==> src/rtl/core/arf_pkg.sv <==
// Package for the register-file ALU executor.
// Holds the opcode codes, the instruction layout and the register file sizes.
// No dependencies.
`timescale 1ns / 1ps

package arf_pkg;

    localparam int unsigned DataW  = 16;
    localparam int unsigned RegN   = 16;
    localparam int unsigned RegIdxW = 4;

    typedef enum logic [3:0] {
        OP_MOV  = 4'h0,
        OP_ADD  = 4'h1,
        OP_SUB  = 4'h2,
        OP_AND  = 4'h3,
        OP_OR   = 4'h4,
        OP_XOR  = 4'h5,
        OP_SLL  = 4'h6,
        OP_SRL  = 4'h7,
        OP_SRA  = 4'h8,
        OP_ADDI = 4'h9,
        OP_ANDI = 4'hA,
        OP_ORI  = 4'hB,
        OP_XORI = 4'hC,
        OP_SLLI = 4'hD,
        OP_SRLI = 4'hE,
        OP_SRAI = 4'hF
    } alu_op_t;

    typedef logic [RegIdxW-1:0] reg_idx_t;
    typedef logic [DataW-1:0]   data_t;

    typedef struct packed {
        alu_op_t  op;
        reg_idx_t dest;
        reg_idx_t src1;
        reg_idx_t src2;   // second source, immediate or shift amount
    } instr_t;

endpackage

==> src/rtl/core/arf_ram.sv <==
// Generic RAM: one write port, two read ports, registered read data.
// Read is enabled by re; the read data hold while re is low. No dependencies.
`timescale 1ns / 1ps

module arf_ram #(
    parameter int unsigned WIDTH = 16,
    parameter int unsigned DEPTH = 16
) (
    input  logic                     aclk,
    input  logic                     we,
    input  logic [$clog2(DEPTH)-1:0] waddr,
    input  logic [WIDTH-1:0]         wdata,
    input  logic                     re,
    input  logic [$clog2(DEPTH)-1:0] raddr_a,
    input  logic [$clog2(DEPTH)-1:0] raddr_b,
    output logic [WIDTH-1:0]         rdata_a,
    output logic [WIDTH-1:0]         rdata_b
);

    logic [WIDTH-1:0] mem [DEPTH];

    always_ff @(posedge aclk) begin
        if (we) begin
            mem[waddr] <= wdata;
        end
        if (re) begin
            rdata_a <= mem[raddr_a];
            rdata_b <= mem[raddr_b];
        end
    end

endmodule

==> src/rtl/core/arf_alu.sv <==
// ALU of the register-file executor: one operation on two operands.
// Depends on arf_pkg for opcodes and data types.
`timescale 1ns / 1ps

module arf_alu
    import arf_pkg::*;
(
    input  alu_op_t          op,
    input  data_t            opnd_a,
    input  data_t            opnd_b,
    input  logic [3:0]       raw,
    output data_t            result
);

    data_t      imm;
    logic [3:0] amt_reg_form;

    assign imm          = {{(DataW-4){raw[3]}}, raw};
    assign amt_reg_form = opnd_b[3:0];

    always_comb begin
        case (op)
            OP_MOV:  result = opnd_a;
            OP_ADD:  result = opnd_a + opnd_b;
            OP_SUB:  result = opnd_a - opnd_b;
            OP_AND:  result = opnd_a & opnd_b;
            OP_OR:   result = opnd_a | opnd_b;
            OP_XOR:  result = opnd_a ^ opnd_b;
            OP_SLL:  result = opnd_a << amt_reg_form;
            OP_SRL:  result = opnd_a >> amt_reg_form;
            OP_SRA:  result = data_t'($signed(opnd_a) >>> amt_reg_form);
            OP_ADDI: result = opnd_a + imm;
            OP_ANDI: result = opnd_a & imm;
            OP_ORI:  result = opnd_a | imm;
            OP_XORI: result = opnd_a ^ imm;
            OP_SLLI: result = opnd_a << raw;
            OP_SRLI: result = opnd_a >> raw;
            default: result = data_t'($signed(opnd_a) >>> raw);   // arithmetic shift by immediate
        endcase
    end

endmodule

==> src/rtl/core/alu_register_file_executor_top.sv <==
// A result reaches m_* via the execute-stage registers and then the result register.
// Throughput: one instruction per cycle unless m_ready stalls; the register read is
// issued at the input transfer; ALU and register write happen as it leaves execute.
// Reset (aresetn low, synchronous) empties both stages and clears the per-register
// valid bits, so every register reads zero at once; no clearing pass is needed.
// Depends on arf_pkg, arf_ram and arf_alu.
`timescale 1ns / 1ps

module alu_register_file_executor_top
    import arf_pkg::*;
(
    input  logic                 aclk,
    input  logic                 aresetn,
    // instruction channel
    input  logic                 s_valid,
    output logic                 s_ready,
    input  logic [15:0]          s_instr_word,
    // result channel
    output logic                 m_valid,
    input  logic                 m_ready,
    output logic [3:0]           m_dest_index,
    output logic [15:0]          m_written_value
);

    // ---------------------------------------------------------------
    // Handshake control
    // ---------------------------------------------------------------
    logic     s1_valid_reg;
    instr_t   s1_instr_reg;
    logic     m_valid_reg;
    reg_idx_t m_dest_index_reg;
    data_t    m_written_value_reg;

    logic     out_free;
    logic     s1_advance;
    logic     s_xfer;
    instr_t   in_instr;

    assign in_instr   = instr_t'(s_instr_word);
    // output register can take a result when empty or being drained
    assign out_free   = !m_valid_reg || m_ready;
    assign s1_advance = s1_valid_reg && out_free;
    // take a new instruction whenever the execute stage is empty or moving on
    assign s_ready    = !s1_valid_reg || out_free;
    assign s_xfer     = s_valid && s_ready;

    // ---------------------------------------------------------------
    // Register file: RAM for data, flops for "ever written" bits.
    // Register 0 is never written, so its valid bit stays low and it reads zero.
    // ---------------------------------------------------------------
    logic [RegN-1:0] ent_valid_reg;
    data_t           rd_a;
    data_t           rd_b;
    logic            wr_en;
    reg_idx_t        wr_addr;
    data_t           alu_res;

    assign wr_en   = s1_advance && (s1_instr_reg.dest != '0);
    assign wr_addr = s1_instr_reg.dest;

    arf_ram #(
        .WIDTH (DataW),
        .DEPTH (RegN)
    ) u_regfile (
        .aclk    (aclk),
        .we      (wr_en),
        .waddr   (wr_addr),
        .wdata   (alu_res),
        .re      (s_xfer),
        .raddr_a (in_instr.src1),
        .raddr_b (in_instr.src2),
        .rdata_a (rd_a),
        .rdata_b (rd_b)
    );

    always_ff @(posedge aclk) begin
        if (!aresetn) begin
            ent_valid_reg <= '0;
        end else if (wr_en) begin
            ent_valid_reg[wr_addr] <= 1'b1;
        end
    end

    // ---------------------------------------------------------------
    // Operand capture at the input transfer.
    // The RAM read sees the old contents when the instruction ahead writes
    // on the same edge, so record a bypass of that write.
    // ---------------------------------------------------------------
    logic  live_a_reg, live_b_reg;
    logic  hit_a_reg, hit_b_reg;
    data_t byp_data_reg;

    always_ff @(posedge aclk) begin
        if (!aresetn) begin
            s1_valid_reg <= 1'b0;
        end else if (s_xfer) begin
            s1_valid_reg <= 1'b1;
        end else if (s1_advance) begin
            s1_valid_reg <= 1'b0;
        end
    end

    always_ff @(posedge aclk) begin
        if (s_xfer) begin
            s1_instr_reg <= in_instr;
            live_a_reg   <= ent_valid_reg[in_instr.src1];
            live_b_reg   <= ent_valid_reg[in_instr.src2];
            hit_a_reg    <= wr_en && (wr_addr == in_instr.src1);
            hit_b_reg    <= wr_en && (wr_addr == in_instr.src2);
            byp_data_reg <= alu_res;
        end
    end

    // ---------------------------------------------------------------
    // Execute: pick operands, run the ALU
    // ---------------------------------------------------------------
    data_t opnd_a, opnd_b;

    always_comb begin
        if (hit_a_reg) begin
            opnd_a = byp_data_reg;
        end else if (live_a_reg) begin
            opnd_a = rd_a;
        end else begin
            opnd_a = '0;
        end
        if (hit_b_reg) begin
            opnd_b = byp_data_reg;
        end else if (live_b_reg) begin
            opnd_b = rd_b;
        end else begin
            opnd_b = '0;
        end
    end

    arf_alu u_alu (
        .op     (s1_instr_reg.op),
        .opnd_a (opnd_a),
        .opnd_b (opnd_b),
        .raw    (s1_instr_reg.src2),
        .result (alu_res)
    );

    // ---------------------------------------------------------------
    // Result register: hold while stalled, drop valid once transferred
    // ---------------------------------------------------------------
    always_ff @(posedge aclk) begin
        if (!aresetn) begin
            m_valid_reg <= 1'b0;
        end else if (s1_advance) begin
            m_valid_reg <= 1'b1;
        end else if (m_ready) begin
            m_valid_reg <= 1'b0;
        end
    end

    always_ff @(posedge aclk) begin
        if (s1_advance) begin
            m_dest_index_reg    <= s1_instr_reg.dest;
            // writes to register 0 are dropped; report zero
            m_written_value_reg <= (s1_instr_reg.dest == '0) ? '0 : alu_res;
        end
    end

    assign m_valid         = m_valid_reg;
    assign m_dest_index    = m_dest_index_reg;
    assign m_written_value = m_written_value_reg;

`ifndef ASSERT_OFF
    // register 0 is never marked written
    a_reg0_never_valid: assert property (@(posedge aclk) disable iff (!aresetn)
        !ent_valid_reg[0])
        else $error("register 0 marked as written");

    // a reported write to register 0 always carries zero
    a_dest0_zero: assert property (@(posedge aclk) disable iff (!aresetn)
        m_valid_reg && (m_dest_index_reg == '0) |-> (m_written_value_reg == '0))
        else $error("nonzero value reported for register 0");

    // a stalled execute stage keeps its RAM read data
    a_rd_hold: assert property (@(posedge aclk) disable iff (!aresetn)
        s1_valid_reg && !out_free |=> $stable(rd_a) && $stable(rd_b))
        else $error("register read data changed under a stalled instruction");

    // a register write marks its entry valid
    a_wr_marks: assert property (@(posedge aclk) disable iff (!aresetn)
        wr_en |=> ent_valid_reg[$past(wr_addr)])
        else $error("written register not marked valid");
`endif

endmodule

==> config.mk <==
export PLATFORM = sky130hd
export DESIGN_NAME = alu_register_file_executor_top
export DESIGN_NICKNAME = d
export VERILOG_FILES = /design/src/rtl/core/arf_pkg.sv /design/src/rtl/core/arf_ram.sv /design/src/rtl/core/arf_alu.sv /design/src/rtl/core/alu_register_file_executor_top.sv
export SDC_FILE = /design/constraint.sdc
export NUM_CORES = 1
export LEC_CHECK = 0
export ABC_CLOCK_PERIOD_IN_PS = 14400
export BUFFER_PORTS_ARGS = -buffer_cell sky130_fd_sc_hd__buf_4
export CAP_MARGIN = 20
export CORE_ASPECT_RATIO = 1.1
export CORE_MARGIN = 10
export CORE_UTILIZATION = 24
export DETAILED_ROUTE_END_ITERATION = 8
export RECOVER_POWER = 100
export SETUP_SLACK_MARGIN = 0.02
export SLEW_MARGIN = 10
export SYNTH_ARGS = -nofsm -noshare
export SYNTH_HDL_FRONTEND = slang
export SYNTH_SLANG_ARGS = --single-unit
==> constraint.sdc <==
create_clock -name aclk -period 14.4 [get_ports aclk]
set_input_delay 0.72 -clock aclk [delete_from_list [all_inputs] [get_ports aclk]]
set_output_delay 0.72 -clock aclk [all_outputs]
set_load 0.05 [all_outputs]
# --- Word-level counts from Yosys, hierarchy flattened ---
# Memory sizes are Yosys's and may differ from the RTL's. A register that Yosys moved wholly into a read port is not among the register bits.
# Cells that the tools add are included.
totals:
  mem_bits_rw: 256
  memories: 1
  latchBits: 0
  reg_bits: 70
  out_inout_bits: 22
  romBits: 0
  inputBits: 20
  elab_cells: 82
memory_table:
  columns: ["name", "words", "width", "rd", "rd_clocked_by_memory_dff", "wr", "line_no", "source"]
  rows:
  - ["u_regfile.mem", 16, 16, 2, 2, 1, "arf_ram.sv:20", "logic [WIDTH-1:0] mem [DEPTH];"]
classes:
  eq_ne: 16
  magnitude_cmp: 4
  div: 0
  mul: 0
  n_mux: 17
  addsub: 3
  shift: 6
  bitwise_logic: 7
  n_reduce_logical: 15
ops:
  columns: ["operator", "count"]
  rows:
  - ["case mux 16 bit (15 select lines)", 1]
  - ["two-way mux 16 bit", 4]
  - ["OR 16 bit", 3]
  - ["adder 16 bit", 2]
  - ["bitwise AND 16 bit", 2]
  - ["left shift 16 x 4 -> 16 bit", 2]
  - ["right shift 16 x 4 -> 16 bit", 2]
  - [">>> shifter 16 x 4 -> 16 bit", 2]
  - ["XOR 16 bit", 2]
  - ["== test 4 bit, second input constant", 7]
  - ["== test 4 x 3 -> 1 bit, second input constant", 4]
  - ["subtractor 16 bit", 1]
  - ["< comparator 4 x 5 -> 1 bit, second input constant", 3]
  - ["two-way mux 1 bit", 9]
  - ["binary-select mux 1 bit (select 4 bit)", 2]
  - ["== test 4 x 2 -> 1 bit, second input constant", 2]
  - ["== test 4 bit", 2]
  - ["zero test 4 bit", 2]
  - ["logical AND 1 bit", 6]
  - ["demux 1 bit (select 4 bit)", 1]
  - ["== test 4 x 1 -> 1 bit, second input constant", 1]
  - [">= comparator 4 x 1 -> 1 bit, second input constant", 1]
  - ["nonzero test 2 bit", 2]
  - ["nonzero test 4 bit", 1]
  - ["other kinds (2)", 4]

# --- Logic depth before layout (Yosys ltp) ---
logic_depth:
  word_depth: 6
  ltp_mapped: 19
  depth_no_buf: 17

# --- Cells and area by module ---
# From an unflattened synthesis, not the netlist that was laid out.
hier_totals:
  hier_cells: 1467
  area_unflattened_um2: 20417.1
by_module_without_submodules:
  columns: ["module", "cells_each", "n_inst", "area_each_um2", "seq_area_each_um2"]
  rows:
  - ["arf_ram", 585, 1, 12689.7, 8648.3]
  - ["arf_alu", 664, 1, 4589.4, 0.0]
  - ["alu_register_file_executor_top", 218, 1, 3138.0, 1921.8]

# --- Worst setup path before layout ---
# No wires, ideal clock.
synth_timing:
  kind: "flip-flop to flip-flop"
  startpoint: "reg s1_instr_reg[12] (netlist name)"
  endpoint: "reg m_written_value_reg[10], in the netlist m_written_value[10], data pin"
  path_stages_with_launch: 16
  synth_period_minus_slack_ps: 4658
  path_slack_ps: 9742
  path_buffers: 1
  arrival_time_ps: 4392
  required_time_ps: 14134
  setup_ps: 266
  cell_sequence: "edfxtp_1 -> clkbuf_1 -> nand2b_1 -> nor2_1 -> mux2_2 -> ha_1 -> fa_1 -> a211oi_1 -> nor2_1 -> or3_1 -> a2111oi_0 -> nor2_1 -> xor2_1 -> a2111oi_0 -> a21oi_1 -> nor2b_1"
synth_between:
  elab_chain_cells: 2
  elab_cells_between_ends: 16
  cone_classes: "eq/ne (14); mux (1); reduce/logical (1)"
synth_rtl:
  columns: ["element", "line_no", "source"]
  rows:
  - ["start: declaration", "alu_register_file_executor_top.sv:29", "instr_t s1_instr_reg;"]
  - ["start signal: assignment", "alu_register_file_executor_top.sv:105", "s1_instr_reg <= in_instr;"]
  - ["== test 4 bit, or another cell as far along", "arf_alu.sv:22", "case (op)"]
  - ["case mux 16 bit (15 select lines) (*)", "arf_alu.sv:22", null]
  - ["net alu_res[10]", "alu_register_file_executor_top.sv:56", "data_t alu_res;"]
  - ["end signal: assignment", "alu_register_file_executor_top.sv:161", "m_written_value_reg <= (s1_instr_reg.dest == '0) ? '0 : alu_res;"]
  - ["end: declaration", "alu_register_file_executor_top.sv:32", "data_t m_written_value_reg;"]
# The timed path passes the listed nets; every way through them passes the cells marked *.
# A chain may end at the register's enable or synchronous reset.

# --- Worst setup path after layout ---
layout_timing:
  startpoint: "reg hit_b_reg"
  endpoint: "reg m_written_value_reg[10], in the netlist m_written_value[10], data pin"
layout_between:
  elab_chain_cells: 3
  elab_cells_between_ends: 10
  cone_classes: "add/sub (2); shift (3); mux (2); bitwise (3)"
layout_rtl:
  columns: ["element", "line_no", "source"]
  rows:
  - ["start: declaration", "alu_register_file_executor_top.sv:90", "logic hit_a_reg, hit_b_reg;"]
  - ["start signal: assignment", "alu_register_file_executor_top.sv:109", "hit_b_reg <= wr_en && (wr_addr == in_instr.src2);"]
  - ["two-way mux 16 bit (*)", "alu_register_file_executor_top.sv:127", "if (hit_b_reg) begin"]
  - ["subtractor 16 bit, or another cell as far along", "arf_alu.sv:25", "OP_SUB: result = opnd_a - opnd_b;"]
  - ["case mux 16 bit (15 select lines) (*)", "arf_alu.sv:22", null]
  - ["net alu_res[10]", "alu_register_file_executor_top.sv:56", null]
# Marks and branches as above.

==> impl_results.html <==
<table>
<tr><th>Metric</th><th>Value</th></tr>
<tr><th colspan="2">Run status</th></tr>
<tr><td>Result of the run</td><td>finished with violations</td></tr>
<tr><td>Failing checks</td><td>capacitance limit, slew limit</td></tr>
<tr><th colspan="2">Final layout</th></tr>
<tr><td>Max reg flops</td><td>256</td></tr>
<tr><td>Layout cell share with drive strength beyond 1</td><td>21.22%</td></tr>
<tr><td>Relative area change from synthesis to final layout</td><td>14.02%</td></tr>
<tr><td>Final Core Density</td><td>27.65%</td></tr>
<tr><td>Count of antenna diodes in the layout</td><td>0</td></tr>
<tr><td>Leading cell types in the layout, fill and taps excluded</td><td>sky130_fd_sc_hd__edfxtp_1 (340), sky130_fd_sc_hd__mux4_2 (179), sky130_fd_sc_hd__nor2_1 (91), sky130_fd_sc_hd__a21oi_1 (88), sky130_fd_sc_hd__nand2_1 (87)</td></tr>
<tr><td>Most common library cell in the layout ignoring fill and taps</td><td>sky130_fd_sc_hd__edfxtp_1</td></tr>
<tr><td>Final layout net count</td><td>1553</td></tr>
<tr><td>Final non-filler cell area</td><td>23080 sq um</td></tr>
<tr><td>Reg with most FFs</td><td>u_regfile.mem</td></tr>
<tr><th colspan="2">Yosys</th></tr>
<tr><td>Instance count of the mapped netlist</td><td>1471</td></tr>
<tr><td>Yosys synthesis warning count</td><td>0</td></tr>
<tr><td>Async S/R FF share, synth</td><td>0%</td></tr>
<tr><td>Count of distinct cell types in the synthesized netlist</td><td>79</td></tr>
<tr><td>Area share of the largest cell type after synthesis</td><td>50.44%</td></tr>
<tr><td>Top cell type by total area after synthesis</td><td>sky130_fd_sc_hd__edfxtp_1</td></tr>
<tr><td>Avg Cell Area, Syn</td><td>13.76 sq um</td></tr>
<tr><td>Sequential-to-total area share from yosys stat</td><td>52.22%</td></tr>
<tr><td>Portion of netlist area occupied by mux cells</td><td>22.28%</td></tr>
<tr><td>Seq cells post-synth</td><td>358</td></tr>
<tr><td>Post-synthesis adder-cell area fraction</td><td>1.088%</td></tr>
<tr><td>Simple-gate share of the synthesized area</td><td>7.263%</td></tr>
<tr><td>Cell area after technology mapping</td><td>20240 sq um</td></tr>
<tr><td>Dominant combinational cell family by area after synthesis</td><td>multiplexers</td></tr>
<tr><td>Area fraction in compound gates after synthesis</td><td>12.66%</td></tr>
<tr><td>Most frequently used flop master after synthesis</td><td>sky130_fd_sc_hd__edfxtp_1</td></tr>
<tr><td>Post-synth EDFFs</td><td>340</td></tr>
<tr><td>Most area-consuming cells after synthesis</td><td>sky130_fd_sc_hd__edfxtp_1 (50%), sky130_fd_sc_hd__mux4_2 (20%), sky130_fd_sc_hd__a21oi_1 (2.2%), sky130_fd_sc_hd__o21ai_0 (1.8%), sky130_fd_sc_hd__dfxtp_1 (1.8%)</td></tr>
<tr><td>Synth Area in XOR/XNOR</td><td>1.774%</td></tr>
<tr><th colspan="2">Die</th></tr>
<tr><td>Die width</td><td>296.9 um</td></tr>
<tr><td>Initial Util</td><td>24.25%</td></tr>
<tr><td>Total number of placement rows</td><td>111</td></tr>
<tr><td>Die area</td><td>96360 sq um</td></tr>
<tr><td>Die Y</td><td>324.6 um</td></tr>
<tr><td>Placeable core region</td><td>83470 sq um</td></tr>
<tr><td>I/O pin count</td><td>42</td></tr>
<tr><th colspan="2">Placement</th></tr>
<tr><td>Cell area after placement</td><td>22090 sq um</td></tr>
<tr><td>RD Place Congestion</td><td>0.9744</td></tr>
<tr><td>HPWL after DPL</td><td>47.98 mm</td></tr>
<tr><td>I/O Buffers</td><td>41</td></tr>
<tr><th colspan="2">CTS</th></tr>
<tr><td>H-tree depth</td><td>2</td></tr>
<tr><td>CTS tree</td><td>yes</td></tr>
<tr><td>Clock latency on the worst-skew pair</td><td>0.56 ns</td></tr>
<tr><td>Library cell used as clock root buffer</td><td>sky130_fd_sc_hd__clkbuf_16</td></tr>
<tr><td>Quantity of hold-fixing buffers added after cts</td><td>0</td></tr>
<tr><td>Clock-pin slew of the registers on the worst-case setup and hold paths</td><td>0.08 ns</td></tr>
<tr><td>Maximum buffer depth of the clock tree</td><td>3</td></tr>
<tr><td>Buffer count from post-CTS setup fixing</td><td>0</td></tr>
<tr><td>TritonCTS buffer count</td><td>39</td></tr>
<tr><td>Clk sinks</td><td>358</td></tr>
<tr><td>PostCTS Resize Cnt</td><td>0</td></tr>
<tr><th colspan="2">Drt</th></tr>
<tr><td>Via density</td><td>5.329</td></tr>
<tr><td>Number of optimization iterations in the first detailed-route pass</td><td>5</td></tr>
<tr><td>Antenna-violating nets left</td><td>0</td></tr>
<tr><td>Post-route DRC</td><td>0</td></tr>
<tr><td>Iter 0 DRT Violations</td><td>1373</td></tr>
<tr><td>Via count</td><td>14260</td></tr>
<tr><td>Routed wire length per instance</td><td>26.39 um</td></tr>
<tr><td>Aggregate routed wire length</td><td>70.62 mm</td></tr>
<tr><th colspan="2">Global route</th></tr>
<tr><td>First-pass GRT wire length</td><td>101.9 mm</td></tr>
<tr><td>Vias in the first global route</td><td>14410</td></tr>
<tr><td>Overall fraction of global-route tracks in use</td><td>14.15%</td></tr>
<tr><td>Antenna violations before repair</td><td>4</td></tr>
<tr><td>Maximum number of pins on one net before global-route repair</td><td>71</td></tr>
<tr><td>GR Overflow Total</td><td>0</td></tr>
<tr><th colspan="2">Power and ir drop</th></tr>
<tr><td>Leakage power of the design</td><td>7.470 nW</td></tr>
<tr><td>VDD IR-drop max</td><td>0.00007186 V</td></tr>
<tr><td>Clock network fraction of design power</td><td>35.0%</td></tr>
<tr><td>Reg power frac</td><td>45.3%</td></tr>
<tr><td>Areal power density over the cells</td><td>119.6 nW/um^2</td></tr>
<tr><td>Combinational share of power</td><td>19.6%</td></tr>
<tr><td>Switching part of the total</td><td>28.71%</td></tr>
<tr><td>Total design power</td><td>0.002759 W</td></tr>
<tr><td>P_sw</td><td>0.0007920 W</td></tr>
<tr><td>Internal cell power</td><td>0.001967 W</td></tr>
<tr><th colspan="2">Critical path</th></tr>
<tr><td>Critical path peak fanout</td><td>31</td></tr>
<tr><td>Arrival time of data at the critical path endpoint</td><td>7.10 ns</td></tr>
<tr><td>Register-to-Register Path Depth</td><td>17</td></tr>
<tr><td>Required time of the worst setup path</td><td>14.69 ns</td></tr>
<tr><td>Endpoint class of the critical path</td><td>flip-flop</td></tr>
<tr><td>Flop2flop setup slack</td><td>7.59 ns</td></tr>
<tr><td>Worst setup path category</td><td>reg2reg</td></tr>
<tr><td>Critical path launch point</td><td>hit_b_reg</td></tr>
<tr><td>Startpoint of the lowest-slack register-to-register path</td><td>hit_b_reg</td></tr>
<tr><td>CP startpoint kind</td><td>flip-flop</td></tr>
<tr><th colspan="2">Min path</th></tr>
<tr><td>Hold path startpoint</td><td>s_instr_word[12]</td></tr>
<tr><td>Number of cells traversed by the worst hold path</td><td>1</td></tr>
<tr><td>Min-delay worst type</td><td>in2reg</td></tr>
<tr><th colspan="2">STA</th></tr>
<tr><td>Setup clock skew after layout</td><td>0.02146 ns</td></tr>
<tr><td>Final cycle utilization of the critical path</td><td>47.28%</td></tr>
<tr><td>Pins over their slew limit</td><td>478</td></tr>
<tr><td>Hold slack</td><td>0.3629 ns</td></tr>
<tr><td>Accumulated negative setup slack</td><td>0 ns</td></tr>
<tr><td>Transition time at the pin with the least slew margin</td><td>4.813 ns</td></tr>
<tr><td>Post-layout min period</td><td>6.809 ns</td></tr>
<tr><td>Final Hold Vio Count</td><td>0</td></tr>
<tr><td>Headroom to the max-slew limit</td><td>-220.9%</td></tr>
<tr><td>Fmax</td><td>146.9 MHz</td></tr>
<tr><td>Count of final setup violators</td><td>0</td></tr>
<tr><td>RSZ-0062 raised after global routing</td><td>no</td></tr>
<tr><th colspan="2">Job</th></tr>
<tr><td>Max Cap Viol</td><td>20</td></tr>
</table>
routing by layer:
metal  routed length [um]  share of wire (%)  GRT usage (%)  vias up
li1                     -                  -              -     6071
met5                   18              0.025              0        -
met3                 4402                6.2          2.121      151
met1                27650                 39          17.26     7412
met4                 3391                4.8          6.664        2
met2                35160                 50          24.30      625
power groups by stage:
stage | sequential (W) | combinational [W] | clock, W
CTS | 0.00125 | 0.000539 | 0.000991
detailed placement | 0.00127 | 0.000537 | 0
finish | 0.00125 | 0.000542 | 0.000967
floorplan | 0.00127 | 0.000333 | 0
global route | 0.00125 | 0.000575 | 0.00103
global placement | 0.00127 | 0.000534 | 0
worst max-delay path, stage by stage, from the launching register on:
cell and delay, ns:
sky130_fd_sc_hd__edfxtp_1 0.91, sky130_fd_sc_hd__nor2b_1 0.22, sky130_fd_sc_hd__clkbuf_1 0.38, sky130_fd_sc_hd__a22oi_1 0.86
sky130_fd_sc_hd__nor3_1 0.09, sky130_fd_sc_hd__a21oi_1 0.14, sky130_fd_sc_hd__o21ai_0 0.10, sky130_fd_sc_hd__ha_1 0.39
sky130_fd_sc_hd__a211oi_1 0.22, sky130_fd_sc_hd__nor2_1 0.11, sky130_fd_sc_hd__or3_1 0.36, sky130_fd_sc_hd__a2111oi_0 0.66
sky130_fd_sc_hd__nor2_1 0.15, sky130_fd_sc_hd__xor2_1 0.20, sky130_fd_sc_hd__a2111oi_0 1.00, sky130_fd_sc_hd__a21oi_1 0.08
sky130_fd_sc_hd__clkbuf_1 0.40, sky130_fd_sc_hd__nor2b_1 0.26
worst paths after layout:
check / to
max reg2reg: m_written_value[10]
max: m_written_value[10]
min reg2reg: ent_valid_reg[0]
min: s1_instr_reg[12]
through the flow:
stage,worst slack (ns),std cells
finish,7.591,2676
global route,7.187,2676
CTS,8.281,2673
detailed placement,8.314,2602
global placement,8.333,2602
floorplan,9.742,1486
area by class of cell:
class / instances / area [sq um]
Multi-Input combinational cell: 997 / 9198
Clock buffer: 53 / 1090
Tap cell: 1130 / 1414
Inverter: 11 / 41.29
Sequential cell: 358 / 10570
Clock inverter: 18 / 142.6
Fill cell: 8461 / 60390
Timing Repair Buffer: 109 / 623.1
Yosys cell counts (13+ instances only):
master	number
sky130_fd_sc_hd__nor3_1	30
sky130_fd_sc_hd__buf_2	21
sky130_fd_sc_hd__ha_1	16
sky130_fd_sc_hd__clkbuf_1	82
sky130_fd_sc_hd__a22o_1	14
sky130_fd_sc_hd__mux4_2	179
sky130_fd_sc_hd__nor2b_1	14
sky130_fd_sc_hd__nand3_1	29
sky130_fd_sc_hd__dfxtp_1	18
sky130_fd_sc_hd__a22oi_1	21
sky130_fd_sc_hd__a21oi_1	88
sky130_fd_sc_hd__o22ai_1	13
sky130_fd_sc_hd__edfxtp_1	340
sky130_fd_sc_hd__a31oi_1	24
sky130_fd_sc_hd__nand2_1	87
sky130_fd_sc_hd__o221ai_1	14
sky130_fd_sc_hd__o211ai_1	17
sky130_fd_sc_hd__nand2b_1	14
sky130_fd_sc_hd__a211oi_1	18
sky130_fd_sc_hd__o21a_1	23
sky130_fd_sc_hd__mux2i_1	35
sky130_fd_sc_hd__nor2_1	94
sky130_fd_sc_hd__xnor2_1	29
sky130_fd_sc_hd__o21ai_0	74
sky130_fd_sc_hd__a21o_1	18
cell families after synthesis:
| family | Yosys count |
|---|---|
| mux | 225 |
| other cells | 1 |
| compound gates | 387 |
| xor+xnor | 41 |
| buf+inv | 131 |
| flops | 358 |
| fa+ha+maj | 17 |
| simple gates | 311 |
Note: power is estimated with default switching activity, not from simulation.
